`src/hw/rtl/lscu_pkg.sv`:
```
package lscu_pkg;

  // Command codes carried in the operation field.
  typedef enum logic [3:0] {
    OP_TOGGLE      = 4'd0,
    OP_ON          = 4'd1,
    OP_OFF         = 4'd2,
    OP_HUE_UP      = 4'd3,
    OP_HUE_DOWN    = 4'd4,
    OP_SAT_UP      = 4'd5,
    OP_SAT_DOWN    = 4'd6,
    OP_BRIGHT_UP   = 4'd7,
    OP_BRIGHT_DOWN = 4'd8,
    OP_SPEED_UP    = 4'd9,
    OP_SPEED_DOWN  = 4'd10,
    OP_EFFECT_NEXT = 4'd11,
    OP_EFFECT_PREV = 4'd12
  } lscu_op_e;

  // Register indexes on the configuration port.
  typedef enum logic [2:0] {
    REG_HUE_STEP    = 3'd0,
    REG_SAT_STEP    = 3'd1,
    REG_BRIGHT_STEP = 3'd2,
    REG_SPEED_STEP  = 3'd3,
    REG_BRIGHT_CEIL = 3'd4
  } lscu_reg_e;

  localparam int unsigned AddrWidth = 5;
  localparam int unsigned DataWidth = 32;

  // Reset values of the configuration registers.
  localparam logic [7:0] HueStepReset    = 8'd8;
  localparam logic [7:0] SatStepReset    = 8'd16;
  localparam logic [7:0] BrightStepReset = 8'd16;
  localparam logic [7:0] SpeedStepReset  = 8'd16;
  localparam logic [7:0] BrightCeilReset = 8'd255;

  // Reset values of the lighting settings.
  localparam logic [7:0] HueReset    = 8'd0;
  localparam logic [7:0] SatReset    = 8'd255;
  localparam logic [7:0] BrightReset = 8'd255;
  localparam logic [7:0] SpeedReset  = 8'd127;
  localparam logic [7:0] EffectReset = 8'd1;

  typedef struct packed {
    logic [3:0] operation;
    logic       pressed;
    logic       shift_held;
  } lscu_in_t;

  typedef struct packed {
    logic       lights_on;
    logic [7:0] hue_now;
    logic [7:0] saturation_now;
    logic [7:0] brightness_now;
    logic [7:0] speed_now;
    logic [7:0] effect_now;
    logic       restart_effect;
    logic       save_request;
  } lscu_out_t;

  typedef struct packed {
    logic [7:0] hue_step;
    logic [7:0] saturation_step;
    logic [7:0] brightness_step;
    logic [7:0] speed_step;
    logic [7:0] brightness_ceiling;
  } lscu_cfg_t;

  // Saturating move of an 8-bit value by a step, up or down.
  function automatic logic [7:0] sat_move(logic [7:0] v, logic [7:0] step, logic up);
    logic [8:0] sum;
    begin
      sum = {1'b0, v} + {1'b0, step};
      if (up) begin
        sat_move = sum[8] ? 8'hFF : sum[7:0];
      end else begin
        sat_move = (v > step) ? (v - step) : 8'd0;
      end
    end
  endfunction

endpackage

```
`src/hw/rtl/led_setting_command_unit.sv`:
```
// Items pass through an input and a result register; one item per cycle
// unless the output stalls. The settings registers are updated by saturating
// or wrapping steps and a brightness clamp between the input and result
// registers. Reset (asynchronous, active low) empties both stages and
// restores the default settings and step registers.
module led_setting_command_unit
  import lscu_pkg::*;
#(
  parameter int unsigned EffectCount = 32
) (
  input  logic                 clk_i,
  input  logic                 rst_ni,
  input  logic                 in_valid_i,
  output logic                 in_ready_o,
  input  lscu_in_t             in_item_i,
  output logic                 out_valid_o,
  input  logic                 out_ready_i,
  output lscu_out_t            out_item_o,
  input  logic                 psel,
  input  logic                 penable,
  input  logic                 pwrite,
  input  logic [AddrWidth-1:0] paddr,
  input  logic [DataWidth-1:0] pwdata,
  output logic [DataWidth-1:0] prdata,
  output logic                 pready
);

  lscu_cfg_t cfg;
  lscu_in_t  item_q;
  lscu_out_t res;
  lscu_out_t res_q;
  logic      item_valid_q;
  logic      res_valid_q;
  logic      advance;

  lscu_cfg_regs u_cfg (
    .clk_i   (clk_i),
    .rst_ni  (rst_ni),
    .psel    (psel),
    .penable (penable),
    .pwrite  (pwrite),
    .paddr   (paddr),
    .pwdata  (pwdata),
    .prdata  (prdata),
    .pready  (pready),
    .cfg_o   (cfg)
  );

  // The stored item moves to the result register when that has room.
  assign advance    = item_valid_q && (!res_valid_q || out_ready_i);
  assign in_ready_o = !item_valid_q || advance;

  lscu_update #(
    .EffectCount (EffectCount)
  ) u_update (
    .clk_i    (clk_i),
    .rst_ni   (rst_ni),
    .commit_i (advance),
    .item_i   (item_q),
    .cfg_i    (cfg),
    .res_o    (res)
  );

  // Input register.
  always_ff @(posedge clk_i or negedge rst_ni) begin
    if (!rst_ni) begin
      item_valid_q <= 1'b0;
    end else if (in_ready_o) begin
      item_valid_q <= in_valid_i;
    end
  end

  always_ff @(posedge clk_i) begin
    if (in_valid_i && in_ready_o) begin
      item_q <= in_item_i;
    end
  end

  // Result register.
  always_ff @(posedge clk_i or negedge rst_ni) begin
    if (!rst_ni) begin
      res_valid_q <= 1'b0;
    end else if (advance) begin
      res_valid_q <= 1'b1;
    end else if (out_ready_i) begin
      res_valid_q <= 1'b0;
    end
  end

  always_ff @(posedge clk_i) begin
    if (advance) begin
      res_q <= res;
    end
  end

  assign out_valid_o = res_valid_q;
  assign out_item_o  = res_q;

endmodule

```
`src/hw/rtl/lscu_cfg_regs.sv`:
```
module lscu_cfg_regs
  import lscu_pkg::*;
(
  input  logic                 clk_i,
  input  logic                 rst_ni,
  input  logic                 psel,
  input  logic                 penable,
  input  logic                 pwrite,
  input  logic [AddrWidth-1:0] paddr,
  input  logic [DataWidth-1:0] pwdata,
  output logic [DataWidth-1:0] prdata,
  output logic                 pready,
  output lscu_cfg_t            cfg_o
);

  lscu_cfg_t cfg_q, cfg_d;
  lscu_reg_e reg_idx;
  logic      wr_en;

  assign pready  = 1'b1;
  assign reg_idx = lscu_reg_e'(paddr[AddrWidth-1:2]);
  assign wr_en   = psel && penable && pwrite;

  // Register write decode; indexes beyond the list are ignored.
  always_comb begin
    cfg_d = cfg_q;
    if (wr_en) begin
      case (reg_idx)
        REG_HUE_STEP:    cfg_d.hue_step           = pwdata[7:0];
        REG_SAT_STEP:    cfg_d.saturation_step    = pwdata[7:0];
        REG_BRIGHT_STEP: cfg_d.brightness_step    = pwdata[7:0];
        REG_SPEED_STEP:  cfg_d.speed_step         = pwdata[7:0];
        REG_BRIGHT_CEIL: cfg_d.brightness_ceiling = pwdata[7:0];
        default: ;
      endcase
    end
  end

  always_ff @(posedge clk_i or negedge rst_ni) begin
    if (!rst_ni) begin
      cfg_q.hue_step           <= HueStepReset;
      cfg_q.saturation_step    <= SatStepReset;
      cfg_q.brightness_step    <= BrightStepReset;
      cfg_q.speed_step         <= SpeedStepReset;
      cfg_q.brightness_ceiling <= BrightCeilReset;
    end else begin
      cfg_q <= cfg_d;
    end
  end

  // Read-back of the addressed register.
  always_comb begin
    case (reg_idx)
      REG_HUE_STEP:    prdata = {24'd0, cfg_q.hue_step};
      REG_SAT_STEP:    prdata = {24'd0, cfg_q.saturation_step};
      REG_BRIGHT_STEP: prdata = {24'd0, cfg_q.brightness_step};
      REG_SPEED_STEP:  prdata = {24'd0, cfg_q.speed_step};
      REG_BRIGHT_CEIL: prdata = {24'd0, cfg_q.brightness_ceiling};
      default:         prdata = '0;
    endcase
  end

  assign cfg_o = cfg_q;

endmodule

```
`src/hw/rtl/lscu_update.sv`:
```
module lscu_update
  import lscu_pkg::*;
#(
  parameter int unsigned EffectCount = 32
) (
  input  logic      clk_i,
  input  logic      rst_ni,
  input  logic      commit_i,
  input  lscu_in_t  item_i,
  input  lscu_cfg_t cfg_i,
  output lscu_out_t res_o
);

  localparam logic [8:0] EffectLimit = 9'(EffectCount);
  localparam logic [7:0] EffectLast  = 8'(EffectCount - 1);

  logic       en_q, en_d;
  logic [7:0] hue_q, hue_d;
  logic [7:0] sat_q, sat_d;
  logic [7:0] bri_q, bri_d;
  logic [7:0] spd_q, spd_d;
  logic [7:0] eff_q, eff_d;
  logic       restart;
  logic       fwd;
  logic [7:0] bri_moved;
  logic [8:0] eff_inc;
  logic [7:0] eff_next;
  logic [7:0] eff_prev;
  lscu_op_e   op;

  assign op  = lscu_op_e'(item_i.operation);
  assign fwd = !item_i.shift_held;

  // Candidate values shared by the command decode below.
  assign bri_moved = sat_move(bri_q, cfg_i.brightness_step,
                              (op == OP_BRIGHT_UP) == fwd);
  assign eff_inc   = {1'b0, eff_q} + 9'd1;
  assign eff_next  = (eff_inc >= EffectLimit) ? 8'd1 : eff_inc[7:0];
  assign eff_prev  = (eff_q <= 8'd1) ? EffectLast : (eff_q - 8'd1);

  // Command decode; releases leave everything unchanged.
  always_comb begin
    en_d    = en_q;
    hue_d   = hue_q;
    sat_d   = sat_q;
    bri_d   = bri_q;
    spd_d   = spd_q;
    eff_d   = eff_q;
    restart = 1'b0;
    if (item_i.pressed) begin
      case (op)
        OP_TOGGLE: begin
          en_d    = !en_q;
          restart = 1'b1;
        end
        OP_ON: begin
          en_d    = 1'b1;
          restart = !en_q;
        end
        OP_OFF: begin
          en_d    = 1'b0;
          restart = en_q;
        end
        OP_HUE_UP, OP_HUE_DOWN: begin
          if (en_q) begin
            hue_d = ((op == OP_HUE_UP) == fwd) ? (hue_q + cfg_i.hue_step)
                                               : (hue_q - cfg_i.hue_step);
          end
        end
        OP_SAT_UP, OP_SAT_DOWN: begin
          if (en_q) begin
            sat_d = sat_move(sat_q, cfg_i.saturation_step, (op == OP_SAT_UP) == fwd);
          end
        end
        OP_BRIGHT_UP, OP_BRIGHT_DOWN: begin
          if (en_q) begin
            bri_d = (bri_moved > cfg_i.brightness_ceiling) ? cfg_i.brightness_ceiling
                                                           : bri_moved;
          end
        end
        OP_SPEED_UP, OP_SPEED_DOWN: begin
          if (en_q) begin
            spd_d = sat_move(spd_q, cfg_i.speed_step, (op == OP_SPEED_UP) == fwd);
          end
        end
        OP_EFFECT_NEXT, OP_EFFECT_PREV: begin
          if (en_q) begin
            eff_d   = ((op == OP_EFFECT_NEXT) == fwd) ? eff_next : eff_prev;
            restart = 1'b1;
          end
        end
        default: ;
      endcase
    end
  end

  // Settings registers move on only when the item is passed on.
  always_ff @(posedge clk_i or negedge rst_ni) begin
    if (!rst_ni) begin
      en_q  <= 1'b1;
      hue_q <= HueReset;
      sat_q <= SatReset;
      bri_q <= BrightReset;
      spd_q <= SpeedReset;
      eff_q <= EffectReset;
    end else if (commit_i) begin
      en_q  <= en_d;
      hue_q <= hue_d;
      sat_q <= sat_d;
      bri_q <= bri_d;
      spd_q <= spd_d;
      eff_q <= eff_d;
    end
  end

  assign res_o.lights_on      = en_d;
  assign res_o.hue_now        = hue_d;
  assign res_o.saturation_now = sat_d;
  assign res_o.brightness_now = bri_d;
  assign res_o.speed_now      = spd_d;
  assign res_o.effect_now     = eff_d;
  assign res_o.restart_effect = restart;
  assign res_o.save_request   = item_i.pressed;

endmodule
```
`config.mk`:
```
export PLATFORM = sky130hd
export DESIGN_NAME = led_setting_command_unit
export DESIGN_NICKNAME = d
export VERILOG_FILES = /design/src/hw/rtl/lscu_pkg.sv /design/src/hw/rtl/led_setting_command_unit.sv /design/src/hw/rtl/lscu_cfg_regs.sv /design/src/hw/rtl/lscu_update.sv
export SDC_FILE = /design/constraint.sdc
export NUM_CORES = 1
export LEC_CHECK = 0
export BUFFER_PORTS_ARGS = -buffer_cell sky130_fd_sc_hd__buf_2
export CAP_MARGIN = 20
export CORE_UTILIZATION = 65
export CTS_BUF_LIST = sky130_fd_sc_hd__clkbuf_2 sky130_fd_sc_hd__clkbuf_4 sky130_fd_sc_hd__clkbuf_8
export DETAILED_ROUTE_END_ITERATION = 16
export PLACE_DENSITY = 0.88
export SLEW_MARGIN = 25
export SYNTH_ARGS = -nofsm -noshare
export SYNTH_HDL_FRONTEND = slang
export SYNTH_HIERARCHICAL = 1
export SYNTH_SLANG_ARGS = --single-unit
```
`constraint.sdc`:
```
create_clock -name clk_i -period 10.4 [get_ports clk_i]
set_clock_uncertainty 0.1 [all_clocks]
set_input_delay 1.04 -clock clk_i [delete_from_list [all_inputs] [get_ports clk_i]]
set_output_delay 1.04 -clock clk_i [all_outputs]
set_load 0.01 [all_outputs]
```
======== After elaboration in Yosys (flattened, before gate mapping) ========
Cells that the tools add are included.
word-level totals
  output and inout port bits .............. 78
  register bits after elaboration ......... 132
operators by class
  magnitude comparators ................... 6
  reduce and logical (&&, ||, !) cells .... 23
  equality and inequality tests ........... 21
  muxes and demuxes ....................... 36
  $add $sub $neg .......................... 10
operators by type and width
  operator             count
  $mux 8               29
  $pmux 8 s5           1
  $gt 8x8->1           4
  $sub 8x8->8          4
  $add 8x8->9          3
  $eq 4x4->1 const B   5
  $eq 4x3->1 const B   4
  $reduce_and 2->1     5
  $reduce_or 2->1      5
  $add 8x1->9 const B  1
  $ge 9x6->1 const B   1
  $add 8x8->8          1
  $eq 4x2->1 const B   2
  $le 8x1->1 const B   1
  $sub 8x1->8 const B  1
  $eq 3x2->1 const B   2
  $eq 1x1->1           5
  $eq 4x1->1 const B   1
  $logic_and 1x1->1    4
  $logic_not 1->1      4
  $logic_not 4->1      1
  $mux 1               4
  $pmux 1 s4           1
  $eq 3x1->1 const B   1
  5 further kinds      6

======== Logic depth before layout (Yosys ltp) ========
  word-level depth ........................ 8
  mapped depth ............................ 17
  gate-level depth less buffers ........... 16

======== By module ========
The synthesis kept the hierarchy.
by module, submodules not included
  module                    cells an instance  times used  area an instance (um2)  seq. area each (um2)
  lscu_update               777                1           6,356.1                 1,057.3
  lscu_cfg_regs             158                1           2,133.3                 1,016.0
  led_setting_command_unit  57                 1           1,575.3                 1,521.5

======== Worst setup path before layout ========
OpenSTA, ideal clock, no wires.
  path type ............................... flip-flop to flip-flop
  start ................................... reg u_cfg.cfg_q, in the netlist u_cfg/cfg_o[16]
  end ..................................... reg res_q, in the netlist out_item_o[20] (data pin)
  setup time .............................. 152 ps
  buffers on the path ..................... 1
  cell stages (with the launch flop) ...... 17
  required time ........................... 10,148 ps
  data arrival time ....................... 3,758 ps
  slack ................................... 6,390 ps
  path through ............................ dfrtp_1 > ha_1 > fa_1 > nand2b_4 > a2111oi_4 > o41a_1 > or4_1 > nand4_1 > inv_1 > ha_1 > a21oi_1 > o21ai_0 > mux2i_1 > a21o_1 > clkbuf_1 > o211ai_1 > a31oi_1
RTL lines
  item                    RTL line                        RTL
  from (decl)             lscu_cfg_regs.sv:16             lscu_cfg_t cfg_q, cfg_d;
  from (signal assigned)  lscu_cfg_regs.sv:47             cfg_q <= cfg_d;
  to (signal assigned)    led_setting_command_unit.sv:92  res_q <= res;
  to (decl)               led_setting_command_unit.sv:31  lscu_out_t res_q;

==> qor.csv <==
metric,value,unit
crit_buf_inv,2,
violations,DRC,
clkPwrFrac,16.9,%
finalMaxSlewViolations,0,
synth-main-ff-cell,edfxtp_1,
switchingPower,1.18,mW
antenna_found_initial,0,
max_slew_margin,32.1,%
fin_nets,1164,
fmax,0.213,GHz
worst_slew_pin_slew,1.02,ns
grt_max_degree,69,
synth_cells,992,
finalSetupTns,0,ns
power_density,254,mW/mm^2
cts.sinks,132,
synth_edf_count,49,
die_x,126,um
cts.clk_slew.worst_paths,0.08,ns
post-cts-setup-buffer-count,0,
leakage,4.61,nW
power_frac_seq,31.8,%
syn2layout_area_growth,6.78,%
setup_viol,0,
grt_pass1_wl,37600,um
worstPathMaxFanout,15,
crit_family,compound AO/OA/AOI/OAI gates,
die_area,0.0160,mm^2
seq_area_frac_synth,35.7,%
critPathMaxStageDelay,0.91,ns
ys_seq_elements,132,
finish.utilization,71.0,%
drive_gt1_share,26.4,%
drt_iter0_drc,881,
root_buffer,clkbuf_8,
postRouteWirelength,23200,um
async_reset_ff_share,62.9,%
holdBufCountCts,0,
post_drt_wl_per_cell,18.7,um
synth.avg_cell_area,10.1,um^2
cts_resized,0,
h-tree-depth,4,
slowest_stage,o41ai_2,
cts_buffer_depth,2,
crit_path_end_kind,flip-flop,
period_needed,4.70,ns
cp_cell_sequence,"inv_1, ha_1, nand2b_1, a21oi_2, o41ai_2, nand4_1, nand4b_1, inv_1, ha_1, a21oi_1, o21ai_0, mux2i_1, a21o_1, o2111ai_1, a31oi_1",
grt_use_total,30.4,%
cp.arrival,4.91,ns
drtAntennaViolNets,0,
path_class,reg -> reg,
vias,7915,
hp-class,in -> async,
insertion_delay,0.48,ns
synthesis.area,0.0101,mm^2
cts_tree,done,
gp_congestion,0.929,
ys_types,105,
rsz0062_at_grt,no,
hpwl,17000,um
dieHeight,126,um
port_buffers,76,
io_pins,128,
status,"complete, but fails checks",
initial_utilization,66.5,%
hold_viol,0,
whs,0.316,ns
first_global_vias,7531,
min_period_over_period,45.2,%
swShare,43.3,%
cp-start-kind,flip-flop,
viasPerCell,6.38,
crit_required,10.61,ns
first_pass_iters,11,
yosys_warnings,6,
antenna_cells,0,
rows,45,
vdd_drop_max,149,uV
pwr-share-comb,51.3,%
maxCapViolations,0,
drc,2,
core-area,0.0151,mm^2
setup_ws,5.70,ns
cts_buffers,17,
grt-ovfl-total,0,
place_ws,5.89,ns
cell_internal_pwr,1.55,mW
[flip-flops by register name, summed over array words and instances, names as in the netlist, 6 cells and up]
| name | cells |
|---|---|
| out_item_o | 43 |
| u_cfg/cfg_o | 40 |
| u_update/bri_q | 8 |
| u_update/eff_q | 8 |
| u_update/hue_q | 8 |
| u_update/sat_q | 8 |
| u_update/spd_q | 8 |
| item_q | 6 |
[synthesized netlist by cell type, types with 14 or more instances]
cell	count	area share, %
mux2_2	74	8.3
ha_1	67	8.3
inv_1	61	2.3
a21oi_1	57	2.8
nor2_1	54	2.0
nand2_1	53	2.0
o21ai_0	50	2.5
edfxtp_1	49	15
dfrtp_1	46	11
buf_4	37	2.8
dfstp_2	37	9.7
xnor2_1	21	1.8
buf_2	18	0.90
nor3_1	18	0.90
nand2b_1	17	1.1
nand3_1	16	0.80
nand4_1	14	0.87
[logic make-up (layout without fill, tap and decap cells)]
| family | count (synthesis) | in the layout | share of synthesized area [%] |
|---|---|---|---|
| simple gates | 260 | 260 | 15.1 |
| other cells | 2 | 25 | 0.0746 |
| compound gates | 266 | 266 | 18.5 |
| mux | 90 | 90 | 10.3 |
| xor+xnor | 33 | 33 | 3.54 |
| fa+ha+maj | 74 | 74 | 9.72 |
| buf+inv | 135 | 173 | 7.01 |
| flops | 132 | 132 | 35.7 |
[per-layer routing]
layer	share of wire (%)	track usage (%)
met1	41	37.5
met2	50	50.8
met3	5.0	5.02
met4	3.9	17.3
met5	0	0
[path summary, 6_finish.rpt]
check	from	end	slack [ns]	cells after the start
min reg2reg	u_update/hue_q[7]	u_update/hue_q[7]	0.40	1
max reg2reg	u_cfg/cfg_o[20]	out_item_o[24]	5.70	15
max	u_cfg/cfg_o[20]	out_item_o[24]	5.70	15
min	rst_ni	u_update/eff_q[1]	0.32	1
min in group clk_i	u_update/hue_q[7]	u_update/hue_q[7]	0.40	1
max in group asynchronous	rst_ni	u_cfg/cfg_o[16]	8.73	2
[cell usage in the layout, fill, tap and decap left out, types with 7 or more instances in the layout]
cell	n
buf_2	75
and2_1	7
nand3_1	16
a31oi_1	13
xnor2_1	20
conb_1	25
inv_1	61
mux2_2	74
o21ai_0	50
nor3b_1	8
nor3_1	18
nand2b_1	17
dfrtp_1	46
fa_1	7
o21ai_1	12
o21a_1	8
o211ai_1	10
a21oi_1	57
mux2_4	8
dfstp_2	37
a32oi_1	8
a211oi_1	8
nor2b_1	13
a22oi_1	8
ha_1	67
a21o_1	12
o31ai_1	11
clkbuf_8	17
edfxtp_1	49
o21bai_1	7
nand2_1	53
nor2_1	54
nand4_1	14
[per-stage QoR]
step,cell area (um^2),power [mW],instances
floorplan,10200,1.94,1015
global placement,10300,2.19,1209
detailed placement,10300,2.24,1209
CTS,10700,2.72,1241
global route,10700,2.93,1241
finish,10700,2.73,1241
[area by class of cell]
| class | instances | area, um^2 |
|---|---|---|
| sequential | 132 | 3590 |
| clock inverter | 14 | 178 |
| fill | 1080 | 4400 |
| multi-input combinational | 748 | 5860 |
| clock buffer | 18 | 241 |
| tap | 188 | 235 |
| timing repair buffer | 79 | 405 |
| inverter | 62 | 233 |
[power by group through the flow]
stage               Combinational [mW]  Clock [mW]  Sequential, mW
finish                            1.40       0.463           0.870
global route                      1.55       0.492           0.888
CTS                               1.38       0.471           0.867
detailed placement                1.36           0           0.876
global placement                  1.32           0           0.868
floorplan                         1.11           0           0.827
Note: power is estimated with default switching activity, not from simulation.
